===== config.mk =====
export PLATFORM = sky130hd
export DESIGN_NAME = flmtc_ctrl
export DESIGN_NICKNAME = d
export VERILOG_FILES = /design/src/hdl/flmtc_pkg.sv /design/src/hdl/flmtc_ctrl.sv
export SDC_FILE = /design/constraint.sdc
export NUM_CORES = 1
export LEC_CHECK = 0
export BUFFER_PORTS_ARGS = -buffer_cell sky130_fd_sc_hd__buf_2
export CORE_AREA = 2 2 39 41
export DETAILED_ROUTE_END_ITERATION = 8
export DIE_AREA = 0 0 41 43
export GPL_TIMING_DRIVEN = 0
export PLACE_DENSITY_LB_ADDON = 0.3
export SLEW_MARGIN = 0
export SYNTH_ARGS = -nofsm -noshare
export SYNTH_HDL_FRONTEND = slang
export SYNTH_SLANG_ARGS = --single-unit

===== constraint.sdc =====
create_clock -name clock -period 2.4 [get_ports clock]
set_input_delay 0 -clock clock [delete_from_list [all_inputs] [get_ports clock]]
set_output_delay 0 -clock clock [all_outputs]
set_load 0.05 [all_outputs]

===== src/hdl/flmtc_pkg.sv =====
// Shared types, constants and codes for the trace classifier.
package flmtc_pkg;

   localparam int CAPACITY_DEF   = 1024;
   localparam int VALUE_BITS_DEF = 32;

   typedef enum logic {
      CMD_PUSH = 1'b0,
      CMD_POP  = 1'b1
   } cmd_type;

   typedef enum logic [2:0] {
      VERDICT_NOT_SURE   = 3'd0,
      VERDICT_QUEUE      = 3'd1,
      VERDICT_STACK      = 3'd2,
      VERDICT_PRIORITY   = 3'd3,
      VERDICT_IMPOSSIBLE = 3'd4
   } verdict_type;

   typedef struct packed {
      logic               command;
      logic signed [31:0] value;
      logic               last;
   } req_type;

   typedef struct packed {
      logic [2:0] verdict;
      logic       could_be_queue;
      logic       could_be_stack;
      logic       could_be_priority;
      logic       overflowed;
   } rsp_type;

   typedef enum logic [3:0] {
      ST_IDLE,
      ST_PUSH,
      ST_UP_RD,
      ST_UP_CMP,
      ST_POP_RD,
      ST_POP_CMP,
      ST_DN_RD,
      ST_DN_CMP,
      ST_DN_SWAP,
      ST_DONE
   } state_type;

   // Controller to datapath.
   typedef struct packed {
      logic load_item;     // capture incoming item
      logic push_write;    // write fifo tail, stack top, heap leaf; count up
      logic push_drop;     // set overflow
      logic up_read;       // write cursor key at cursor, read its parent
      logic up_swap;       // move parent down into cursor slot, move up
      logic pop_read;      // read fifo head, stack top, heap root and heap last
      logic pop_check;     // compare heads, move last to root, count down
      logic pop_empty;     // clear all flags
      logic dn_read;       // read both children
      logic dn_swap;       // write cursor key into larger child, move down
      logic finish;        // present verdict, reset trace state
   } ctl_type;

   // Datapath to controller.
   typedef struct packed {
      logic cmd_pop;
      logic last;
      logic full;
      logic empty;
      logic at_root;
      logic up_go;         // parent smaller than cursor key
      logic dn_has_child;
      logic dn_go;         // larger child exceeds cursor key
   } sts_type;

endpackage


===== src/hdl/flmtc_ctrl.sv =====
// Sequencer for push, pop, heap sift and end of trace.
module flmtc_ctrl (
   input  logic               clock,
   input  logic               reset,
   input  logic               req_valid,
   output logic               req_stall,
   output logic               rsp_valid,
   input  logic               rsp_stall,
   input  flmtc_pkg::sts_type sts,
   output flmtc_pkg::ctl_type ctl
);
   import flmtc_pkg::*;

   state_type state_ff, state_in;
   logic      rsp_valid_ff, rsp_valid_in;

   always_ff @(posedge clock) begin
      if (reset) begin
         state_ff     <= ST_IDLE;
         rsp_valid_ff <= 1'b0;
      end else begin
         state_ff     <= state_in;
         rsp_valid_ff <= rsp_valid_in;
      end
   end

   assign rsp_valid = rsp_valid_ff;

   always_comb begin
      state_in     = state_ff;
      ctl          = '0;
      req_stall    = 1'b1;
      rsp_valid_in = rsp_valid_ff && rsp_stall;
      case (state_ff)
         ST_IDLE: begin
            // hold input while an earlier verdict still waits
            req_stall = rsp_valid_ff;
            if (req_valid && !rsp_valid_ff) begin
               ctl.load_item = 1'b1;
               state_in      = ST_PUSH;
            end
         end
         ST_PUSH: begin
            if (sts.cmd_pop) begin
               if (sts.empty) begin
                  ctl.pop_empty = 1'b1;
                  state_in      = sts.last ? ST_DONE : ST_IDLE;
               end else begin
                  state_in = ST_POP_RD;
               end
            end else if (sts.full) begin
               ctl.push_drop = 1'b1;
               state_in      = sts.last ? ST_DONE : ST_IDLE;
            end else begin
               ctl.push_write = 1'b1;
               state_in       = ST_UP_RD;
            end
         end
         ST_UP_RD: begin
            ctl.up_read = 1'b1;
            if (sts.at_root) begin
               state_in = sts.last ? ST_DONE : ST_IDLE;
            end else begin
               state_in = ST_UP_CMP;
            end
         end
         ST_UP_CMP: begin
            if (sts.up_go) begin
               ctl.up_swap = 1'b1;
               state_in    = ST_UP_RD;
            end else begin
               state_in = sts.last ? ST_DONE : ST_IDLE;
            end
         end
         ST_POP_RD: begin
            ctl.pop_read = 1'b1;
            state_in     = ST_POP_CMP;
         end
         ST_POP_CMP: begin
            ctl.pop_check = 1'b1;
            state_in      = ST_DN_RD;
         end
         ST_DN_RD: begin
            if (sts.dn_has_child) begin
               ctl.dn_read = 1'b1;
               state_in    = ST_DN_CMP;
            end else begin
               state_in = sts.last ? ST_DONE : ST_IDLE;
            end
         end
         ST_DN_CMP: begin
            state_in = sts.dn_go ? ST_DN_SWAP : (sts.last ? ST_DONE : ST_IDLE);
         end
         ST_DN_SWAP: begin
            ctl.dn_swap = 1'b1;
            state_in    = ST_DN_RD;
         end
         ST_DONE: begin
            ctl.finish   = 1'b1;
            rsp_valid_in = 1'b1;
            state_in     = ST_IDLE;
         end
         default: begin
            state_in = ST_IDLE;
         end
      endcase
   end

   a_rsp_only_idle: assert property (@(posedge clock) disable iff (reset)
      $rose(rsp_valid) |-> state_ff == ST_IDLE)
      else $error("verdict raised outside idle");
   a_no_take_busy: assert property (@(posedge clock) disable iff (reset)
      !req_stall |-> state_ff == ST_IDLE && !rsp_valid_ff)
      else $error("item taken while busy");
   a_done_once: assert property (@(posedge clock) disable iff (reset)
      state_ff == ST_DONE |=> state_ff == ST_IDLE && rsp_valid)
      else $error("done did not present verdict");
endmodule


---- Word level (Yosys, flattened, before mapping) ----
Index checks and enable logic that the tools add are counted.
storage, ports and cells
  bits in registers ....................... 5
  input port bits ......................... 12
  bits in writable memories ............... 0
  memories ................................ 0
  ROM bits ................................ 0
  bits in latches ......................... 0
cells by class
  order comparisons ....................... 0
  bitwise logic cells ..................... 0
  multipliers ............................. 0
  add/sub/neg operators ................... 0
  shift-type cells ........................ 0
  reduce and logical (&&, ||, !) cells .... 5
  equal/unequal tests ..................... 10
  div/mod/pow operators ................... 0
  mux-type cells .......................... 30
operator list
  operator                                              count
  two-way mux 4 bit                                     9
  case mux 4 bit (8 select lines)                       1
  two-way mux 1 bit                                     18
  equality test 4 x 3 -> 1 bit (second input constant)  4
  equality test 4 x 2 -> 1 bit (second input constant)  2
  equality test 4 bit (second input constant)           2
  equality test 4 x 1 -> 1 bit (second input constant)  1
  logical NOT 4 bit                                     1
  two-way mux 2 bit                                     2
  logical AND 1 bit                                     2
  inequality test 2 bit (second input constant)         1
  OR reduction 2 bit                                    1
  logical NOT 1 bit                                     1

---- Logic depth before layout (Yosys ltp) ----
Gate-level depths: netlist of the first run.
  word-level depth ........................ 4
  mapped depth ............................ 6
  mapped depth without buffers ............ 4

---- Worst setup path before layout of the first run ----
No wires, ideal clock.
  path type ............................... register to output
  start ................................... reg state_ff[0]
  end ..................................... out ctl[2] (netlist bit)
  path buffers ............................ 2
  arrival ................................. 2.164 ns
  cell stages (with the launch flop) ...... 4
  slack ................................... 0.236 ns
  path through ............................ dfxtp_1 > buf_6 > clkbuf_1 > nor4_1
RTL lines
  what                      RTL line          RTL
  start: declaration        flmtc_ctrl.sv:14  state_type state_ff, state_in;
  start signal: assignment  flmtc_ctrl.sv:22  state_ff <= state_in;
  end: declaration          flmtc_ctrl.sv:10  output flmtc_pkg::ctl_type ctl

---- Worst setup path after layout of the first run ----
  start ................................... reg state_ff[3]
  end ..................................... reg rsp_valid_ff, in the netlist rsp_valid
between the ends
  cells in the longest elaborated chain, start to end .. 2
RTL lines
  what                    RTL line          RTL
  equality test 4 bit     flmtc_ctrl.sv:34  case (state_ff)
  two-way mux 1 bit       flmtc_ctrl.sv:34
  end signal: assignment  flmtc_ctrl.sv:23  rsp_valid_ff <= rsp_valid_in;
  end: declaration        flmtc_ctrl.sv:15  logic rsp_valid_ff, rsp_valid_in;
No other way between the ends.
A chain may end at the register's enable or synchronous reset.

==> metrics.md, run 1 <==
| Metric | Value |
|---|---|
| Result of the run | `finished clean` |
| Clock root cell | `sky130_fd_sc_hd__clkbuf_4` |
| Overall routing resource usage | `0.174` |
| Mapped Nets | `82` |
| Overall via count from detail_route | `roughly 640` |
| Tot Pwr | `0.335 mW` |
| Unique masters post-synth | `36` |
| # setup viols final | `0` |
| Port Buffers | `24` |
| Simple-Gate Fraction of Synth Area | `0.466` |
| Final sum of negative setup slack | `0 ns` |
| Xor and xnor fraction of the mapped netlist area | `0` |
| Share of cells above drive strength 1 | `0.350` |
| WS Path Type | `reg -> reg` |
| Startpoint class of the critical path | `register` |
| Placement row count | `14` |
| Cell total after placement | `110` |
| Global-route wire length before repair | `2100 um` |
| Mux contribution to synthesized area | `0` |
| Area growth from synthesis to layout | `37.3%` |
| Antenna Diode Count | `0` |
| Final-layout worst hold slack | `0.164 ns` |
| Final instance count without filler cells | `116` |
| Critical path data required time | `2.58 ns` |
| Library cell occupying the most area in the post-synthesis netlist | `sky130_fd_sc_hd__dfxtp_1` |
| Pin count of the biggest net entering global routing | `11` |
| Largest fanout on the critical path | `10` |
| Placeable core region | `1380 um2` |
| Clk_skew | `0.000770 ns` |
| Power per Cell Area | `489 nW/um2` |
| Vias in the first global route | `519` |
| Detailed router's first-iteration violation count | `10` |
| GRT Residual Overflow | `0` |
| Worst slew slack as a fraction of its limit | `0.721` |
| Portion of the post-synthesis area used by sequential elements | `0.201` |
| Y dimension of the die | `43 um` |
| Endpoint kind of the worst setup timing path | `register` |
| Setup repair after global routing missed its margin | `false` |
| Total die area | `approximately 1800 um2` |
| Proportion of netlist area held by the largest area contributor | `0.201` |
| CTS max path bufs | `2` |
| DRC violation count after routing | `0` |
| Max-cap violation count | `0` |
| Compound-gate portion of the synthesized area | `0.236` |
| Average wire per standard cell | `11.5 um` |
| Share of flip-flops with an asynchronous set or reset | `0` |
| Number of buffers added by the clock tree synthesis step | `3` |
| CTS clock-pin slew for the worst setup and hold paths | `0.04 ns` |
| Adder and majority cell fraction of the synthesized area | `0` |
| Arrival time at the worst endpoint | `1.92 ns` |
| Final design utilization | `0.495` |
| Area of the mapped netlist | `499 um2` |
| Max-slew violation count | `0` |
| Number of setup buffers added after CTS | `0` |
| Initial core utilization | `0.361` |
| Count of state elements after synthesis | `5` |
| Clock sink count | `5` |
| Hold violation total from the final report | `0` |
| Die extent in x | `41 um` |
| Yosys Warn Count | `0` |
| Initial antenna violation count | `0` |
| Post-route fraction of the period consumed by the critical path | `0.724` |
| Number of flops mapped to enable cells by yosys | `0` |
| Cell count after synthesis | `70` |
| Largest cells by area after synthesis | `sky130_fd_sc_hd__dfxtp_1 20%, sky130_fd_sc_hd__nor2_1 8.3%, sky130_fd_sc_hd__a31oi_1 5.0%` |
| Initial DRT Pass Iterations | `4` |
| Number of H-tree levels | `1` |
| Class of the tightest hold or removal check | `in -> reg` |
| Clock insertion delay at the later pin of the skew report | `around 0.24 ns` |
| Transition time at the pin with the least slew margin | `0.419 ns` |
| Final weighted congestion of routability-driven global placement | `0.753` |
| Dominant combinational cell family by area after synthesis | `simple AND/OR/NAND/NOR gates` |
| Worst IR drop on VDD | `about 0.00031 V` |
| Final ANT Viol Nets | `0` |
| Mean number of vias per cell | `5.48` |
| Post-Route WL | `1340 um` |
| Total number of nets in the final design | `113` |
| Shortest clock period the worst path allows after layout | `1.74 ns` |
| Boundary Pins | `25` |
| Flop2flop setup slack | `0.66 ns` |
| Maximum clock frequency | `575 MHz` |
| Leakage dissipation | `between 0.3 and 0.4 nW` |
| Most common flop cell mapped by yosys | `sky130_fd_sc_hd__dfxtp_1` |
| Clock tree from TritonCTS | `yes` |
| Synthesized area per cell | `slightly above 7 um2` |
worst paths after layout:
check,cells after the start,endpoint,start
max reg2reg,5,rsp_valid,state_ff[3]
min,3,state_ff[3],sts[6]
min reg2reg,3,state_ff[0],rsp_valid
max,5,rsp_valid,state_ff[3]
where the power goes:
| group | total, mW | internal, mW | switching, mW | leakage (nW) |
|---|---|---|---|---|
| Combinational | 0.150 | 0.0517 | 0.0986 | 0.271 |
| Sequential | 0.0913 | 0.0880 | 0.00332 | 0.0407 |
| Clock | 0.0937 | 0.0626 | 0.0311 | 0.0150 |
| Total | 0.335 | 0.202 | 0.133 | 0.327 |
sequential cells by signal, indices dropped and copies added, names as in the netlist:
name / cells
state_ff: 4
rsp_valid: 1
per-layer routing:
layer  GRT usage  wire, um  part of all wire
met1       0.249       613              0.46
met2       0.234       634              0.47
met3      0.0314        90             0.067
met4       0.100         0                 0
met5           0         0                 0
cell usage in the layout, fill, tap and decap left out:
| master | instances |
|---|---|
| sky130_fd_sc_hd__a211o_1 | 1 |
| sky130_fd_sc_hd__a211oi_1 | 1 |
| sky130_fd_sc_hd__a21oi_1 | 3 |
| sky130_fd_sc_hd__a22o_1 | 1 |
| sky130_fd_sc_hd__a31oi_1 | 4 |
| sky130_fd_sc_hd__a32oi_1 | 1 |
| sky130_fd_sc_hd__and3_1 | 2 |
| sky130_fd_sc_hd__buf_2 | 27 |
| sky130_fd_sc_hd__buf_6 | 1 |
| sky130_fd_sc_hd__clkbuf_1 | 3 |
| sky130_fd_sc_hd__clkbuf_4 | 3 |
| sky130_fd_sc_hd__dfxtp_1 | 5 |
| sky130_fd_sc_hd__dlygate4sd3_1 | 2 |
| sky130_fd_sc_hd__inv_1 | 3 |
| sky130_fd_sc_hd__inv_2 | 1 |
| sky130_fd_sc_hd__nand2_1 | 3 |
| sky130_fd_sc_hd__nand2b_1 | 1 |
| sky130_fd_sc_hd__nand3_1 | 2 |
| sky130_fd_sc_hd__nand3b_1 | 3 |
| sky130_fd_sc_hd__nand4b_1 | 2 |
| sky130_fd_sc_hd__nor2_1 | 11 |
| sky130_fd_sc_hd__nor2_2 | 1 |
| sky130_fd_sc_hd__nor2b_1 | 1 |
| sky130_fd_sc_hd__nor3_1 | 3 |
| sky130_fd_sc_hd__nor3_4 | 1 |
| sky130_fd_sc_hd__nor4_1 | 2 |
| sky130_fd_sc_hd__nor4b_1 | 1 |
| sky130_fd_sc_hd__o2111ai_1 | 1 |
| sky130_fd_sc_hd__o21a_1 | 1 |
| sky130_fd_sc_hd__o21ai_0 | 1 |
| sky130_fd_sc_hd__o21ai_1 | 1 |
| sky130_fd_sc_hd__o21bai_1 | 1 |
| sky130_fd_sc_hd__o32a_1 | 1 |
| sky130_fd_sc_hd__or2b_1 | 1 |
| sky130_fd_sc_hd__or3_1 | 1 |
| sky130_fd_sc_hd__or3b_1 | 1 |
| sky130_fd_sc_hd__or4b_1 | 1 |
| sky130_fd_sc_hd__or4b_4 | 1 |
cell usage after synthesis, types with 2 or more instances:
cell type and instances:
sky130_fd_sc_hd__a21oi_1 3, sky130_fd_sc_hd__a31oi_1 4, sky130_fd_sc_hd__and3_1 2, sky130_fd_sc_hd__buf_2 3, sky130_fd_sc_hd__clkbuf_1 2, sky130_fd_sc_hd__dfxtp_1 5
sky130_fd_sc_hd__inv_1 3, sky130_fd_sc_hd__nand2_1 3, sky130_fd_sc_hd__nand3_1 2, sky130_fd_sc_hd__nand3b_1 3, sky130_fd_sc_hd__nand4b_1 2, sky130_fd_sc_hd__nor2_1 11
sky130_fd_sc_hd__nor3_1 3, sky130_fd_sc_hd__nor4_1 2
layout make-up:
type                    count  area (um2)
multi-input cells          55         350
flip-flops and latches      5         100
fillers                   139         698
well taps                  16        20.0
clock buffers               4        26.3
inverters                   4        15.0
plain buffers               6        33.8
repair buffers             26         140
timing repair:
item,4_1_cts,5_1_grt
hold endpoints to repair,1,0
resized for setup,0,0
hold buffers,2,0
per-stage QoR:
stage | cell area [um2] | setup slack [ns]
2_1_floorplan | 499 | 0.236
3_3_place_gp | 639 | 0.938
3_5_place_dp | 639 | 0.956
4_1_cts | 686 | 0.667
5_1_grt | 686 | 0.496
6_report | 686 | 0.662
cells by family after synthesis:
kind of cell,count (synthesis)
AOI/OAI and AO/OA,17
buffers and inverters,10
DFF,5
and+or+nand+nor,38
critical path: stages, from the launching register on:
cell and delay, ns:
sky130_fd_sc_hd__dfxtp_1 0.40, sky130_fd_sc_hd__clkbuf_1 0.37, sky130_fd_sc_hd__and3_1 0.25, sky130_fd_sc_hd__a21oi_1 0.05, sky130_fd_sc_hd__nor2_1 0.08, sky130_fd_sc_hd__dlygate4sd3_1 0.54
No activity file was read; power rests on OpenSTA's default activity.
==> run 2, diff against run 1 <==
==> constraint.sdc (replaced) <==
create_clock -name clock -period 1.5 [get_ports clock]
set_input_delay 0 -clock clock [delete_from_list [all_inputs] [get_ports clock]]
set_output_delay 0 -clock clock [all_outputs]
set_load 0.05 [all_outputs]
==> run 2 against run 1 <==
- the run now ends with negative setup slack left
- flip-flop and latch count stayed put
- die area stayed put
- final cell count stayed put
- routed wire length is 8.2% higher
- sequential power is 61% higher
- clock skew is 0.0012 ns higher
- non-clock buffer count stayed put
- critical path depth is 2 lower
- clock-buffer cell count stayed put
- clock power is 62% higher
- critical endpoint is now ctl[9]
- largest cell class unchanged
==> metrics.md, run 2 (same netlist as run 1, synthesis figures left out) <==
| Metric | Value |
|---|---|
| GRT Residual Overflow | `0` |
| Hold violation total from the final report | `0` |
| Post-route fraction of the period consumed by the critical path | `1.01` |
| Flop2flop setup slack | `0.11 ns` |
| DRC violation count after routing | `0` |
| Initial DRT Pass Iterations | `4` |
| # setup viols final | `1` |
| Placement row count | `14` |
| Endpoint kind of the worst setup timing path | `output pin` |
| Arrival time at the worst endpoint | `1.51 ns` |
| Pin count of the biggest net entering global routing | `11` |
| Power per Cell Area | `732 nW/um2` |
| Worst IR drop on VDD | `0.000623 V` |
| Clock root cell | `sky130_fd_sc_hd__clkbuf_4` |
| Transition time at the pin with the least slew margin | `around 0.28 ns` |
| Most flop-heavy register | `state_ff` |
| Critical path data required time | `around 1.5 ns` |
| Initial core utilization | `0.361` |
| Final sum of negative setup slack | `-0.00767 ns` |
| Final worst setup slack | `-0.00767 ns` |
| Fill count | `141` |
| Leading cell type in the layout, fill and taps excluded | `sky130_fd_sc_hd__buf_2` |
| Clock insertion delay at the later pin of the skew report | `approximately 0.24 ns` |
| Placeable core region | `1380 um2` |
| Max-slew violation count | `0` |
| R2R depth | `5` |
| CTS max path bufs | `2` |
| Die extent in x | `41 um` |
| End of the critical path | `ctl[9]` |
| Most frequent cells in the layout | `17 x sky130_fd_sc_hd__buf_2, 10 x sky130_fd_sc_hd__nor2_1, 8 x sky130_fd_sc_hd__clkbuf_4, 4 x sky130_fd_sc_hd__buf_6, 4 x sky130_fd_sc_hd__a31oi_1` |
| Share of cells above drive strength 1 | `0.440` |
| CTS clock-pin slew for the worst setup and hold paths | `roughly 0.04 ns` |
| Global-route wire length before repair | `approximately 2200 um` |
| Worst slew slack as a fraction of its limit | `0.814` |
| Violated checks | `negative setup slack` |
| Leakage dissipation | `approximately 0.34 nW` |
| Total number of nets in the final design | `about 110` |
| Number of H-tree levels | `1` |
| Largest fanout on the critical path | `6` |
| Maximum clock frequency | `663 MHz` |
| Final ANT Viol Nets | `0` |
| Vias in the first global route | `563` |
| Detailed router's first-iteration violation count | `9` |
| Flip-flop count of the largest register, all copies and words added | `4` |
| Overall via count from detail_route | `648` |
| Overall routing resource usage | `0.180` |
| Initial antenna violation count | `0` |
| Class of the tightest hold or removal check | `in -> reg` |
| Post-Route WL | `approximately 1400 um` |
| Average wire per standard cell | `12.5 um` |
| Mean number of vias per cell | `5.59` |
| Y dimension of the die | `roughly 43 um` |
| Max-cap violation count | `0` |
| Clock sink count | `5` |
| Result of the run | `complete, but fails checks` |
| Antenna Diode Count | `0` |
| Area growth from synthesis to layout | `55.9%` |
| WS Path Type | `reg -> out` |
| Setup repair after global routing missed its margin | `true` |
| Port Buffers | `24` |
| Tot Pwr | `0.569 mW` |
| Startpoint class of the critical path | `register` |
| CP startpoint | `state_ff[3]` |
| Number of buffers added by the clock tree synthesis step | `3` |
| Clk_skew | `0.00192 ns` |
| Reg-to-Reg End | `state_ff[1]` |
| Boundary Pins | `25` |
| Clock tree from TritonCTS | `yes` |
| Reg-to-reg critical path startpoint | `state_ff[2]` |
| Final weighted congestion of routability-driven global placement | `~0.84` |
| Total die area | `1760 um2` |
| Shortest clock period the worst path allows after layout | `1.51 ns` |
| Post-DP HPWL | `roughly 1100 um` |
-- run 2: changes by cell type in the layout (fill, tap and decap cells not counted), sizes merged --
cell    change
clkbuf      +4
buf         -4
-- run 2: final cells by class --
cell class                      instances  area (um2)  share of cell area
Multi-Input combinational cell         55         384               0.494
Timing Repair Buffer                   27         194               0.249
Sequential cell                         5         105               0.135
Buffer                                  5        33.8              0.0434
Clock buffer                            4        26.3              0.0338
Tap cell                               16        20.0              0.0257
Inverter                                4        15.0              0.0193
-- run 2: worst max-delay path, cell delays in order (launching register included) --
cell and delay [ns]:
sky130_fd_sc_hd__dfxtp_2 0.34, sky130_fd_sc_hd__or4b_4 0.58, sky130_fd_sc_hd__nor3_4 0.17, sky130_fd_sc_hd__buf_6 0.19
-- run 2: worst min path at each step --
stage	startpoint	endpoint	slack [ns]	depth (start not counted)
4_1_cts	sts[6]	state_ff[3]	0.13	3
3_3_place_gp	reset	rsp_valid	0.20	2
5_1_grt	sts[6]	state_ff[3]	0.16	3
6_report	sts[6]	state_ff[3]	0.13	3
2_1_floorplan	sts[5]	ctl[9]	0.06	1
3_5_place_dp	reset	rsp_valid	0.21	2
-- run 2: power by group --
| part | switching, mW | internal (mW) | total (mW) | leakage (nW) |
|---|---|---|---|---|
| clock network | 0.0519 | 0.100 | 0.152 | 0.0150 |
| registers | 0.00708 | 0.140 | 0.147 | 0.0419 |
| logic | 0.165 | 0.105 | 0.270 | 0.286 |
| total | 0.224 | 0.346 | 0.569 | 0.343 |
-- run 2: stage by stage --
| stage | setup slack (ns) | utilization | hold WS (ns) | area, um2 | instances |
|---|---|---|---|---|---|
| final | -0.00767 | 0.562 | 0.134 | 778 | 116 |
| after detailed placement | -0.0487 | 0.485 | 0.208 | 671 | 110 |
| after floorplan | -0.150 | - | 0.0630 | 531 | 70 |
| after global placement | -0.0417 | 0.485 | 0.198 | 671 | 110 |
| after global routing | -0.0733 | 0.562 | 0.157 | 778 | 116 |
| after CTS | -0.0366 | 0.535 | 0.132 | 741 | 115 |
-- run 2: metal layers --
layer	vias to the layer above	wire, um	GRT usage
li1	324	-	-
met1	292	632	0.223
met2	30	716	0.288
met3	2	95	0.0628
met4	0	3	0.0400
met5	-	0	0
-- run 2: what timing repair did --
| item | 4_1_cts | 5_1_grt |
|---|---|---|
| resized for setup | 12 | 9 |
| hold buffers | 2 | 0 |
| hold endpoints to repair | 1 | 0 |
| buffers inserted | 0 | 1 |
| gates cloned | 0 | 0 |
| endpoints found under the setup margin | 12 | 8 |
| pin swaps | 3 | 0 |
